File: src/hdl/qetr_pkg.sv
// ----------------------------------------------------------------------------
// qetr_pkg: shared types and constants of the escape-time ray engine
// Working number format, saturation helper, register indexes and the
// result record passed from the iteration engine to the output stage.
// ----------------------------------------------------------------------------
package qetr_pkg;

  // Default configuration of the top level.
  localparam int COORD_BITS_DEF = 32;
  localparam int ITER_BITS_DEF  = 12;

  // Working format: signed Q10.38 in 48 bits.
  localparam int WORK_BITS = 48;
  localparam int WORK_FRAC = 38;
  localparam int HALF_BITS = WORK_BITS / 2;
  // Integer bits of a coordinate; the shift into the working format is
  // WORK_FRAC + COORD_INT_BITS - COORD_BITS.
  localparam int COORD_INT_BITS = 6;

  typedef logic signed [WORK_BITS-1:0] work_t;
  typedef logic signed [WORK_BITS:0]   wide_t;

  localparam work_t WORK_MAX = {1'b0, {(WORK_BITS-1){1'b1}}};
  localparam work_t WORK_MIN = {1'b1, {(WORK_BITS-1){1'b0}}};

  // Escape radius squared, 100.0 in the working format.
  localparam int    ESC_MAG   = 100;
  localparam wide_t ESC_LIMIT = (WORK_BITS+1)'(ESC_MAG) <<< WORK_FRAC;

  // Result code.
  localparam int CODE_BITS  = 15;
  localparam int DEC_OFFSET = 11;

  // Configuration registers.
  localparam int CFG_IDX_BITS   = 2;
  localparam int MAX_ITER_RESET = 500;

  typedef enum logic [CFG_IDX_BITS-1:0] {
    CFG_START_RE,
    CFG_START_IM,
    CFG_MAX_ITER
  } cfg_idx_e;

  // Output stream payload, escaped flag in bit 0 and code above it.
  localparam int OUT_TDATA_BITS = ((1 + CODE_BITS + 7) / 8) * 8;

  typedef struct packed {
    logic [CODE_BITS-1:0] code;
    logic                 escaped;
  } res_t;

  // Clamp a value one bit wider than the working format into it.
  function automatic work_t sat_work(input wide_t v);
    work_t r;
    if (v[WORK_BITS] && !v[WORK_BITS-1]) begin
      r = WORK_MIN;
    end else if (!v[WORK_BITS] && v[WORK_BITS-1]) begin
      r = WORK_MAX;
    end else begin
      r = v[WORK_BITS-1:0];
    end
    return r;
  endfunction

endpackage

File: src/hdl/qetr_mul.sv
// ----------------------------------------------------------------------------
// qetr_mul: iterative saturating fixed-point multiplier
// Multiplies two working-format values on their magnitudes with one
// 24x24 multiplier over four partial products, truncates toward zero,
// applies the sign and saturates.
// ----------------------------------------------------------------------------
module qetr_mul
  import qetr_pkg::*;
(
  input  logic  clk_i,
  input  logic  rst_ni,
  input  logic  start_i,
  input  work_t a_i,
  input  work_t b_i,
  output logic  done_o,
  output work_t p_o
);

  localparam int ACC_BITS = 2 * WORK_BITS;
  localparam int R_BITS   = ACC_BITS - WORK_FRAC;
  localparam logic [2:0] K_WB = 3'd4;

  logic [WORK_BITS-1:0] mag_a, mag_b;
  logic [WORK_BITS-1:0] ma_q, mb_q;
  logic                 neg_q;
  logic [ACC_BITS-1:0]  acc_q;
  logic [2:0]           k_q;
  logic                 busy_q;
  logic                 done_q;
  work_t                p_q;

  logic [HALF_BITS-1:0] x, y;
  logic [WORK_BITS-1:0] pp;
  logic [ACC_BITS-1:0]  pp_ext;
  logic [R_BITS-1:0]    r;
  logic                 pos_ovf, neg_ovf;
  work_t                res;

  assign mag_a = a_i[WORK_BITS-1] ? (~a_i + 1'b1) : a_i;
  assign mag_b = b_i[WORK_BITS-1] ? (~b_i + 1'b1) : b_i;

  // Partial products: low*low, high*low, low*high, high*high.
  always_comb begin
    case (k_q[1:0])
      2'd0: begin
        x = ma_q[HALF_BITS-1:0];
        y = mb_q[HALF_BITS-1:0];
      end
      2'd1: begin
        x = ma_q[WORK_BITS-1:HALF_BITS];
        y = mb_q[HALF_BITS-1:0];
      end
      2'd2: begin
        x = ma_q[HALF_BITS-1:0];
        y = mb_q[WORK_BITS-1:HALF_BITS];
      end
      default: begin
        x = ma_q[WORK_BITS-1:HALF_BITS];
        y = mb_q[WORK_BITS-1:HALF_BITS];
      end
    endcase
  end

  assign pp = x * y;

  always_comb begin
    case (k_q[1:0])
      2'd0:    pp_ext = {{WORK_BITS{1'b0}}, pp};
      2'd3:    pp_ext = {pp, {WORK_BITS{1'b0}}};
      default: pp_ext = {{HALF_BITS{1'b0}}, pp, {HALF_BITS{1'b0}}};
    endcase
  end

  // Truncated magnitude and its saturation.
  assign r       = acc_q[ACC_BITS-1:WORK_FRAC];
  assign pos_ovf = |r[R_BITS-1:WORK_BITS-1];
  assign neg_ovf = (|r[R_BITS-1:WORK_BITS]) ||
                   (r[WORK_BITS-1] && (|r[WORK_BITS-2:0]));

  always_comb begin
    if (neg_q) begin
      res = neg_ovf ? WORK_MIN : work_t'(~r[WORK_BITS-1:0] + 1'b1);
    end else begin
      res = pos_ovf ? WORK_MAX : work_t'(r[WORK_BITS-1:0]);
    end
  end

  always_ff @(posedge clk_i or negedge rst_ni) begin
    if (!rst_ni) begin
      ma_q   <= '0;
      mb_q   <= '0;
      neg_q  <= 1'b0;
      acc_q  <= '0;
      k_q    <= '0;
      busy_q <= 1'b0;
      done_q <= 1'b0;
      p_q    <= '0;
    end else begin
      done_q <= 1'b0;
      if (start_i) begin
        ma_q   <= mag_a;
        mb_q   <= mag_b;
        neg_q  <= a_i[WORK_BITS-1] ^ b_i[WORK_BITS-1];
        acc_q  <= '0;
        k_q    <= '0;
        busy_q <= 1'b1;
      end else if (busy_q) begin
        if (k_q == K_WB) begin
          p_q    <= res;
          done_q <= 1'b1;
          busy_q <= 1'b0;
        end else begin
          acc_q <= acc_q + pp_ext;
          k_q   <= k_q + 3'd1;
        end
      end
    end
  end

  assign done_o = done_q;
  assign p_o    = p_q;

  a_start_idle : assert property (@(posedge clk_i) disable iff (!rst_ni)
    start_i |-> !busy_q)
    else $error("multiplier started while busy");

  a_k_range : assert property (@(posedge clk_i) disable iff (!rst_ni)
    busy_q |-> (k_q <= K_WB))
    else $error("partial product counter out of range");

  a_done_after_busy : assert property (@(posedge clk_i) disable iff (!rst_ni)
    done_q |-> (!busy_q && $past(busy_q)))
    else $error("product done without a preceding run");

endmodule

File: src/hdl/qetr_engine.sv
// ----------------------------------------------------------------------------
// qetr_engine: escape-time iteration sequencer
// Converts the point and start value into the working format, runs the
// shared multiplier three times per step and applies the update, the
// escape test and the step limit, then builds the result code.
// ----------------------------------------------------------------------------
module qetr_engine
  import qetr_pkg::*;
#(
  parameter int COORD_BITS = COORD_BITS_DEF,
  parameter int ITER_BITS  = ITER_BITS_DEF
) (
  input  logic                  clk_i,
  input  logic                  rst_ni,
  input  logic                  start_i,
  input  logic [COORD_BITS-1:0] c_re_i,
  input  logic [COORD_BITS-1:0] c_im_i,
  input  logic [COORD_BITS-1:0] z_re_i,
  input  logic [COORD_BITS-1:0] z_im_i,
  input  logic [ITER_BITS-1:0]  limit_i,
  output logic                  idle_o,
  output logic                  res_valid_o,
  input  logic                  res_ready_i,
  output res_t                  res_o
);

  localparam int SHIFT = WORK_FRAC + COORD_INT_BITS - COORD_BITS;
  localparam int LSH   = (SHIFT > 0) ? SHIFT : 0;
  localparam int RSH   = (SHIFT < 0) ? -SHIFT : 0;
  localparam int SUM_BITS = (ITER_BITS + 2 > CODE_BITS) ? ITER_BITS + 2 : CODE_BITS;

  typedef enum logic [2:0] {
    ST_IDLE,
    ST_MUL,
    ST_TEST,
    ST_UPD_A,
    ST_UPD_B,
    ST_DONE
  } state_e;

  typedef enum logic [1:0] {
    PR_REIM,
    PR_RERE,
    PR_IMIM
  } prod_e;

  // Sign-extend, then shift into Q10.38; a right shift rounds toward
  // minus infinity.
  function automatic work_t to_work(input logic [COORD_BITS-1:0] v);
    work_t x;
    x = work_t'($signed(v));
    return (x <<< LSH) >>> RSH;
  endfunction

  state_e               state_q;
  prod_e                sel_q;
  logic                 start_q;
  work_t                re_q, im_q, cre_q, cim_q;
  work_t                pr_q, re2_q, im2_q;
  work_t                p2_q, d_q;
  logic [ITER_BITS-1:0] i_q, lim_q;
  res_t                 res_q;

  work_t                mul_a, mul_b, mul_p;
  logic                 mul_done;
  wide_t                sum_sq, diff_sq, dbl_p, sum_im, sum_re;
  logic                 below, in_limit;
  logic [SUM_BITS-1:0]  code_sum;

  always_comb begin
    unique case (sel_q)
      PR_REIM: begin
        mul_a = re_q;
        mul_b = im_q;
      end
      PR_RERE: begin
        mul_a = re_q;
        mul_b = re_q;
      end
      PR_IMIM: begin
        mul_a = im_q;
        mul_b = im_q;
      end
      default: begin
        mul_a = re_q;
        mul_b = im_q;
      end
    endcase
  end

  qetr_mul u_mul (
    .clk_i   (clk_i),
    .rst_ni  (rst_ni),
    .start_i (start_q),
    .a_i     (mul_a),
    .b_i     (mul_b),
    .done_o  (mul_done),
    .p_o     (mul_p)
  );

  // The escape test sums the squares at full width without clamping.
  assign sum_sq   = wide_t'(re2_q) + wide_t'(im2_q);
  assign below    = sum_sq < ESC_LIMIT;
  assign in_limit = i_q < lim_q;

  assign diff_sq = wide_t'(re2_q) - wide_t'(im2_q);
  assign dbl_p   = {pr_q, 1'b0};
  assign sum_im  = wide_t'(p2_q) + wide_t'(cim_q);
  assign sum_re  = wide_t'(d_q) + wide_t'(cre_q);

  // Binary decomposition: odd offset when the last imaginary part is negative.
  assign code_sum = (SUM_BITS'(i_q) << 1) +
                    (im_q[WORK_BITS-1] ? SUM_BITS'(DEC_OFFSET) : SUM_BITS'(0));

  always_ff @(posedge clk_i or negedge rst_ni) begin
    if (!rst_ni) begin
      state_q <= ST_IDLE;
      sel_q   <= PR_REIM;
      start_q <= 1'b0;
      re_q    <= '0;
      im_q    <= '0;
      cre_q   <= '0;
      cim_q   <= '0;
      pr_q    <= '0;
      re2_q   <= '0;
      im2_q   <= '0;
      p2_q    <= '0;
      d_q     <= '0;
      i_q     <= '0;
      lim_q   <= '0;
      res_q   <= '0;
    end else begin
      unique case (state_q)
        ST_IDLE: begin
          if (start_i) begin
            cre_q   <= to_work(c_re_i);
            cim_q   <= to_work(c_im_i);
            re_q    <= to_work(z_re_i);
            im_q    <= to_work(z_im_i);
            lim_q   <= limit_i;
            i_q     <= '0;
            sel_q   <= PR_REIM;
            start_q <= 1'b1;
            state_q <= ST_MUL;
          end
        end
        ST_MUL: begin
          start_q <= 1'b0;
          if (mul_done) begin
            unique case (sel_q)
              PR_REIM: begin
                pr_q    <= mul_p;
                sel_q   <= PR_RERE;
                start_q <= 1'b1;
              end
              PR_RERE: begin
                re2_q   <= mul_p;
                sel_q   <= PR_IMIM;
                start_q <= 1'b1;
              end
              default: begin
                im2_q   <= mul_p;
                state_q <= ST_TEST;
              end
            endcase
          end
        end
        ST_TEST: begin
          if (in_limit && below) begin
            state_q <= ST_UPD_A;
          end else begin
            res_q.escaped <= in_limit;
            res_q.code    <= in_limit ? code_sum[CODE_BITS-1:0] : {CODE_BITS{1'b1}};
            state_q       <= ST_DONE;
          end
        end
        ST_UPD_A: begin
          p2_q    <= sat_work(dbl_p);
          d_q     <= sat_work(diff_sq);
          state_q <= ST_UPD_B;
        end
        ST_UPD_B: begin
          im_q    <= sat_work(sum_im);
          re_q    <= sat_work(sum_re);
          i_q     <= i_q + 1'b1;
          sel_q   <= PR_REIM;
          start_q <= 1'b1;
          state_q <= ST_MUL;
        end
        ST_DONE: begin
          if (res_ready_i) begin
            state_q <= ST_IDLE;
          end
        end
        default: begin
          state_q <= ST_IDLE;
        end
      endcase
    end
  end

  assign idle_o      = (state_q == ST_IDLE);
  assign res_valid_o = (state_q == ST_DONE);
  assign res_o       = res_q;

  a_done_in_mul : assert property (@(posedge clk_i) disable iff (!rst_ni)
    mul_done |-> (state_q == ST_MUL))
    else $error("product returned outside the multiply phase");

  a_count_bound : assert property (@(posedge clk_i) disable iff (!rst_ni)
    (state_q != ST_IDLE) |-> (i_q <= lim_q))
    else $error("step count passed the limit");

  a_no_escape_code : assert property (@(posedge clk_i) disable iff (!rst_ni)
    (state_q == ST_DONE && !res_q.escaped) |-> (res_q.code == {CODE_BITS{1'b1}}))
    else $error("non-escaping point without the no-escape code");

endmodule

File: src/hdl/quadratic_escape_time_rays.sv
// ----------------------------------------------------------------------------
// quadratic_escape_time_rays: escape-time engine with binary decomposition
// Stream in points c, stream out escape flag and ray code per point.
// ----------------------------------------------------------------------------
// Each point c transferred on the input stream is iterated as z = z*z + c,
// starting from the configured z0, in saturating Q10.38 arithmetic. Before
// every step the engine tests re*re + im*im < 100; it stops when the test
// fails or when max_iterations steps are done. An escape after i steps gives
// code 2*i, or 2*i+11 when the final imaginary part is negative; no escape
// gives code -1 with escaped low. All products come from one 24x24 bit
// multiplier, used four times per 48-bit product and for three products per
// step (re*im, re*re, im*im). The input is ready only while the engine is
// idle; a finished result waits in the output register, so the next point
// can be taken while the previous result is still unclaimed.
// Configuration registers are written through the plain write port and
// take effect for the next point transferred.
module quadratic_escape_time_rays
  import qetr_pkg::*;
#(
  parameter int COORD_BITS = COORD_BITS_DEF,
  parameter int ITER_BITS  = ITER_BITS_DEF,
  localparam int IN_TDATA_BITS = ((2 * COORD_BITS + 7) / 8) * 8
) (
  input  logic                     clk_i,
  input  logic                     rst_ni,
  // Point stream. tdata: c_re, c_im, zero padding.
  input  logic                     s_axis_tvalid,
  output logic                     s_axis_tready,
  input  logic [IN_TDATA_BITS-1:0] s_axis_tdata,
  // Result stream. tdata: escaped, code[14:0].
  output logic                     m_axis_tvalid,
  input  logic                     m_axis_tready,
  output logic [OUT_TDATA_BITS-1:0] m_axis_tdata,
  // Configuration write port.
  input  logic                     cfg_we_i,
  input  logic [CFG_IDX_BITS-1:0]  cfg_idx_i,
  input  logic [COORD_BITS-1:0]    cfg_wdata_i
);

  logic [COORD_BITS-1:0] start_re_q, start_im_q;
  logic [ITER_BITS-1:0]  max_iter_q;

  logic eng_idle;
  logic eng_start;
  logic res_valid;
  logic res_ready;
  res_t res;

  logic m_valid_q;
  res_t m_data_q;

  // Configuration registers; an index outside the list is ignored.
  always_ff @(posedge clk_i or negedge rst_ni) begin
    if (!rst_ni) begin
      start_re_q <= '0;
      start_im_q <= '0;
      max_iter_q <= ITER_BITS'(MAX_ITER_RESET);
    end else if (cfg_we_i) begin
      unique case (cfg_idx_i)
        CFG_START_RE: start_re_q <= cfg_wdata_i;
        CFG_START_IM: start_im_q <= cfg_wdata_i;
        CFG_MAX_ITER: max_iter_q <= cfg_wdata_i[ITER_BITS-1:0];
        default: ;
      endcase
    end
  end

  // The point stream is ready whenever the engine is idle.
  assign s_axis_tready = eng_idle;
  assign eng_start     = s_axis_tvalid && eng_idle;

  qetr_engine #(
    .COORD_BITS (COORD_BITS),
    .ITER_BITS  (ITER_BITS)
  ) u_engine (
    .clk_i       (clk_i),
    .rst_ni      (rst_ni),
    .start_i     (eng_start),
    .c_re_i      (s_axis_tdata[COORD_BITS-1:0]),
    .c_im_i      (s_axis_tdata[2*COORD_BITS-1:COORD_BITS]),
    .z_re_i      (start_re_q),
    .z_im_i      (start_im_q),
    .limit_i     (max_iter_q),
    .idle_o      (eng_idle),
    .res_valid_o (res_valid),
    .res_ready_i (res_ready),
    .res_o       (res)
  );

  // Output register: refilled when empty or when its transfer completes.
  assign res_ready = !m_valid_q || m_axis_tready;

  always_ff @(posedge clk_i or negedge rst_ni) begin
    if (!rst_ni) begin
      m_valid_q <= 1'b0;
      m_data_q  <= '0;
    end else if (res_ready) begin
      m_valid_q <= res_valid;
      if (res_valid) begin
        m_data_q <= res;
      end
    end
  end

  assign m_axis_tvalid = m_valid_q;
  assign m_axis_tdata  = OUT_TDATA_BITS'(m_data_q);

endmodule

File: config.mk
export PLATFORM = sky130hd
export DESIGN_NAME = quadratic_escape_time_rays
export DESIGN_NICKNAME = d
export VERILOG_FILES = /design/src/hdl/qetr_pkg.sv /design/src/hdl/qetr_mul.sv /design/src/hdl/qetr_engine.sv /design/src/hdl/quadratic_escape_time_rays.sv
export SDC_FILE = /design/constraint.sdc
export NUM_CORES = 2
export LEC_CHECK = 0
export ABC_CLOCK_PERIOD_IN_PS = 19350
export BUFFER_PORTS_ARGS = -buffer_cell sky130_fd_sc_hd__buf_2
export CAP_MARGIN = 20
export CORE_ASPECT_RATIO = 0.9
export CORE_MARGIN = 2
export CORE_UTILIZATION = 50
export DETAILED_ROUTE_END_ITERATION = 7
export PLACE_DENSITY_LB_ADDON = 0.3
export REMOVE_ABC_BUFFERS = 1
export SLEW_MARGIN = 5
export SYNTH_ARGS = -nofsm -noshare
export SYNTH_HDL_FRONTEND = slang
export SYNTH_SLANG_ARGS = --single-unit
export TNS_END_PERCENT = 30
File: constraint.sdc
create_clock -name clk_i -period 19.35 [get_ports clk_i]
set_input_delay 3.87 -clock clk_i [delete_from_list [all_inputs] [get_ports clk_i]]
set_output_delay 3.87 -clock clk_i [all_outputs]
set_load 0.02 [all_outputs]
==> reports/qor.yml <==
synthMostInstantiatedCell: "sky130_fd_sc_hd__nand2_1"
path_type_of_the_worst_min_delay_path: "flop to flop"
post_synth_instance_area_mm2: 0.0697
top_cells_by_count_synth: "1129 x sky130_fd_sc_hd__nand2_1, 779 x sky130_fd_sc_hd__dfrtp_1, 751 x sky130_fd_sc_hd__inv_1"
post-cts-setup-buffer-count: 0
routability_congestion_estimate_from_global_placement: 1.01
die_area_mm2: 0.142
min_period_over_period: 0.730
yosys.cell_types.count: 94
period_minus_slack_ns: 14.13
grt_first_pass_wirelength_um: 351000
clock_tree.buffer_depth: 3
hold_buffers: 0
num_rows: 129
cts-htree-levels: 3
final-setup-viol-count: 0
syn-mean-instance-area_um2: 8.83
post-layout-total-power_mw: 3.49
clk-insertion-delay-late_ns: 0.73
post_synth_edffs: 0
layout-area-overhead-vs-synth_pct: 7.58
synth_sequential_area_ratio: 0.282
run_status: "complete, no violations"
power_per_cell_area_mw_per_mm2: 46.6
tritoncts_clock_tree: "yes"
cpMaxStageDelayCell: "sky130_fd_sc_hd__mux2i_1"
ir_drop_v: 0.0000822
first_global_vias: 56700
place_hpwl_um: 177000
path_common_cell: "sky130_fd_sc_hd__fa_1"
cts-resized-gates: 0
drcViolationCount: 0
numCtsBuffers: 86
met2_usage: 0.480
placement.io_buffers: 120
cts_root_buffer: "sky130_fd_sc_hd__clkbuf_16"
crit_type: "flop to flop"
initial_antenna_violation_count: 3
congestion_overflow_gr: 0
synthesis.instances: 7901
timing_hold_violations_final: 0
route.detailed.vias_per_inst: 6.02
top_achievable_clock_speed_ghz: 0.0708
yosys_warnings: 0
groute.usage.overall: 0.321
finalNetCount: 8855
cp.required_ns: 19.89
die_width_um: 398
timing.critical_path.from_type: "flop"
synthDominantCellAreaShare: 0.280
drv.max_cap_violation_count: 0
core_box_area_mm2: 0.138
numClockSinks: 785
die_h_um: 358
reg2reg_setup_slack_ns: 5.22
finClkSkew_ns: 0.0455
fin_tns_setup_ns: 0
avgRoutedWirePerCell_um: 23.5
global_route.usage.met1: 0.463
synth-seq-cells: 785
critical_path.max_stage_delay_ns: 1.02
drt_iter0_markers: 5907
cp_data_arrival_time_ns: 14.67
synth_flop_cell: "sky130_fd_sc_hd__dfrtp_1"
top_level_ports: 121
globalRouteMet3Util: 0.0656
routed-via-count: 58500
grt.busiest_layer: "met2"
synth_area_leader_cell: "sky130_fd_sc_hd__dfrtp_1"
finalWirelength_um: 228000
async_flop_share: 1.00
grt_max_degree: 156
cellLeakagePower_nw: 37.1
timing_worst_slew_pin_value_ns: 1.28
critical_path.max_fanout: 40
drtPass1Iterations: 6
drt.antenna.violating_nets: 0
crit_path_capture_type: "flop"
clk_pin_slew_ns: 0.06
worst_slew_margin_rel: 0.125
rsz0062_at_grt: "no"
post_route_cells_drive_above_1_share: 0.107
start_util: 0.505
timing.final.max_slew_violations: 0
ys_top_cells_by_area: "sky130_fd_sc_hd__dfrtp_1 28%, sky130_fd_sc_hd__fa_1 14%, sky130_fd_sc_hd__ha_1 8.3%"
## layout by cell type (no fill, tap or decap), types with 41 or more instances in the layout
| cell | Yosys | final |
|---|---|---|
| sky130_fd_sc_hd__o22ai_1 | 44 | 44 |
| sky130_fd_sc_hd__ha_1 | 461 | 461 |
| sky130_fd_sc_hd__nor3_1 | 122 | 121 |
| sky130_fd_sc_hd__mux2_2 | 373 | 373 |
| sky130_fd_sc_hd__xnor2_1 | 209 | 209 |
| sky130_fd_sc_hd__mux2i_1 | 191 | 180 |
| sky130_fd_sc_hd__xor2_1 | 120 | 120 |
| sky130_fd_sc_hd__a31oi_1 | 65 | 65 |
| sky130_fd_sc_hd__nand2_1 | 1129 | 1123 |
| sky130_fd_sc_hd__nand2b_1 | 51 | 49 |
| sky130_fd_sc_hd__o21ai_0 | 378 | 378 |
| sky130_fd_sc_hd__maj3_1 | 46 | 46 |
| sky130_fd_sc_hd__o21bai_1 | 66 | 66 |
| sky130_fd_sc_hd__o211ai_1 | 51 | 51 |
| sky130_fd_sc_hd__and3_1 | 45 | 44 |
| sky130_fd_sc_hd__and2_1 | 64 | 62 |
| sky130_fd_sc_hd__a21oi_1 | 509 | 508 |
| sky130_fd_sc_hd__dfrtp_1 | 779 | 777 |
| sky130_fd_sc_hd__buf_4 | 1 | 92 |
| sky130_fd_sc_hd__nor2b_1 | 54 | 51 |
| sky130_fd_sc_hd__buf_2 | 18 | 119 |
| sky130_fd_sc_hd__a21o_1 | 176 | 176 |
| sky130_fd_sc_hd__nor2_1 | 730 | 725 |
| sky130_fd_sc_hd__o31ai_1 | 42 | 41 |
| sky130_fd_sc_hd__nand4_1 | 66 | 66 |
| sky130_fd_sc_hd__nand3_1 | 75 | 74 |
| sky130_fd_sc_hd__fa_1 | 486 | 486 |
| sky130_fd_sc_hd__clkbuf_16 | 0 | 86 |
| sky130_fd_sc_hd__inv_1 | 751 | 751 |
## flip-flops by register name (all words and copies together), names as in the netlist, 48 cells and up
name                  cells
u_engine.u_mul.acc_q     96
u_engine.d_q             48
u_engine.im2_q           48
u_engine.im_q            48
u_engine.p2_q            48
u_engine.pr_q            48
u_engine.re2_q           48
u_engine.re_q            48
u_engine.u_mul.ma_q      48
u_engine.u_mul.mb_q      48
u_engine.u_mul.p_o       48
## power breakdown
| group | switching [mW] | internal (mW) |
|---|---|---|
| sequential | 0.0163 | 1.67 |
| clock | 0.754 | 0.967 |
| combinational | 0.0502 | 0.0344 |
## per-layer routing
layer | share of wire | wire length (um) | up-vias
met4 | 0.038 | 8660 | 6
li1 | - | - | 26400
met2 | 0.43 | 98600 | 2455
met1 | 0.44 | 101000 | 29200
met3 | 0.089 | 20400 | 440
met5 | 0.00017 | 39 | -
## stage by stage
stage	hold WS (ns)	util	std cells	setup slack (ns)	instance area (um2)
finish	0.477	0.544	9708	5.22	75000
detailed placement	0.461	0.521	9543	5.52	72000
floorplan	0.433	-	7498	5.84	68200
CTS	0.478	0.543	9697	5.49	74900
global placement	0.456	0.521	9540	5.40	71900
global route	0.491	0.544	9705	4.46	75000
## area by class of cell
type,count,area [um2]
fillers,12600,63000
well taps,1834,2290
clock inverters,37,488
diodes,3,7.51
multi-input cells,5960,45900
repair buffers,219,1440
inverters,753,2830
flip-flops and latches,785,19700
clock buffers,117,2450
## kinds of logic after synthesis
| group | synth area share |
|---|---|
| buffers and inverters | 0.0630 |
| xor gates and xnor gates | 0.0413 |
| DFF | 0.282 |
| muxes | 0.0900 |
| AOI/OAI and AO/OA | 0.143 |
| adders and majority gates | 0.229 |
| and+or+nand+nor | 0.152 |
## worst max-delay path: cells and delay by family (launching register included)
kind	cells	cell delay, ns
AO/OA/AOI/OAI	17	5.33
multiplexers	1	1.02
adder cells (fa/ha/maj)	10	4.70
XOR/XNOR	2	0.52
AND/OR/NAND/NOR	5	1.07
flip-flops	1	0.41
buffers and inverters	6	0.84
## worst paths after layout
kind                                       start                       end  depth (start not counted)
max                        u_engine.u_mul.k_q[0]  u_engine.u_mul.acc_q[68]                         41
min                            u_engine.p2_q[45]         u_engine.p2_q[45]                          2
max reg2reg                u_engine.u_mul.k_q[0]  u_engine.u_mul.acc_q[68]                         41
min reg2reg                    u_engine.p2_q[45]         u_engine.p2_q[45]                          2
max in group asynchronous                 rst_ni   u_engine.u_mul.acc_q[1]                          5
min in group asynchronous                 rst_ni           m_axis_tdata[5]                          1
Note: power is estimated with default switching activity, not from simulation.
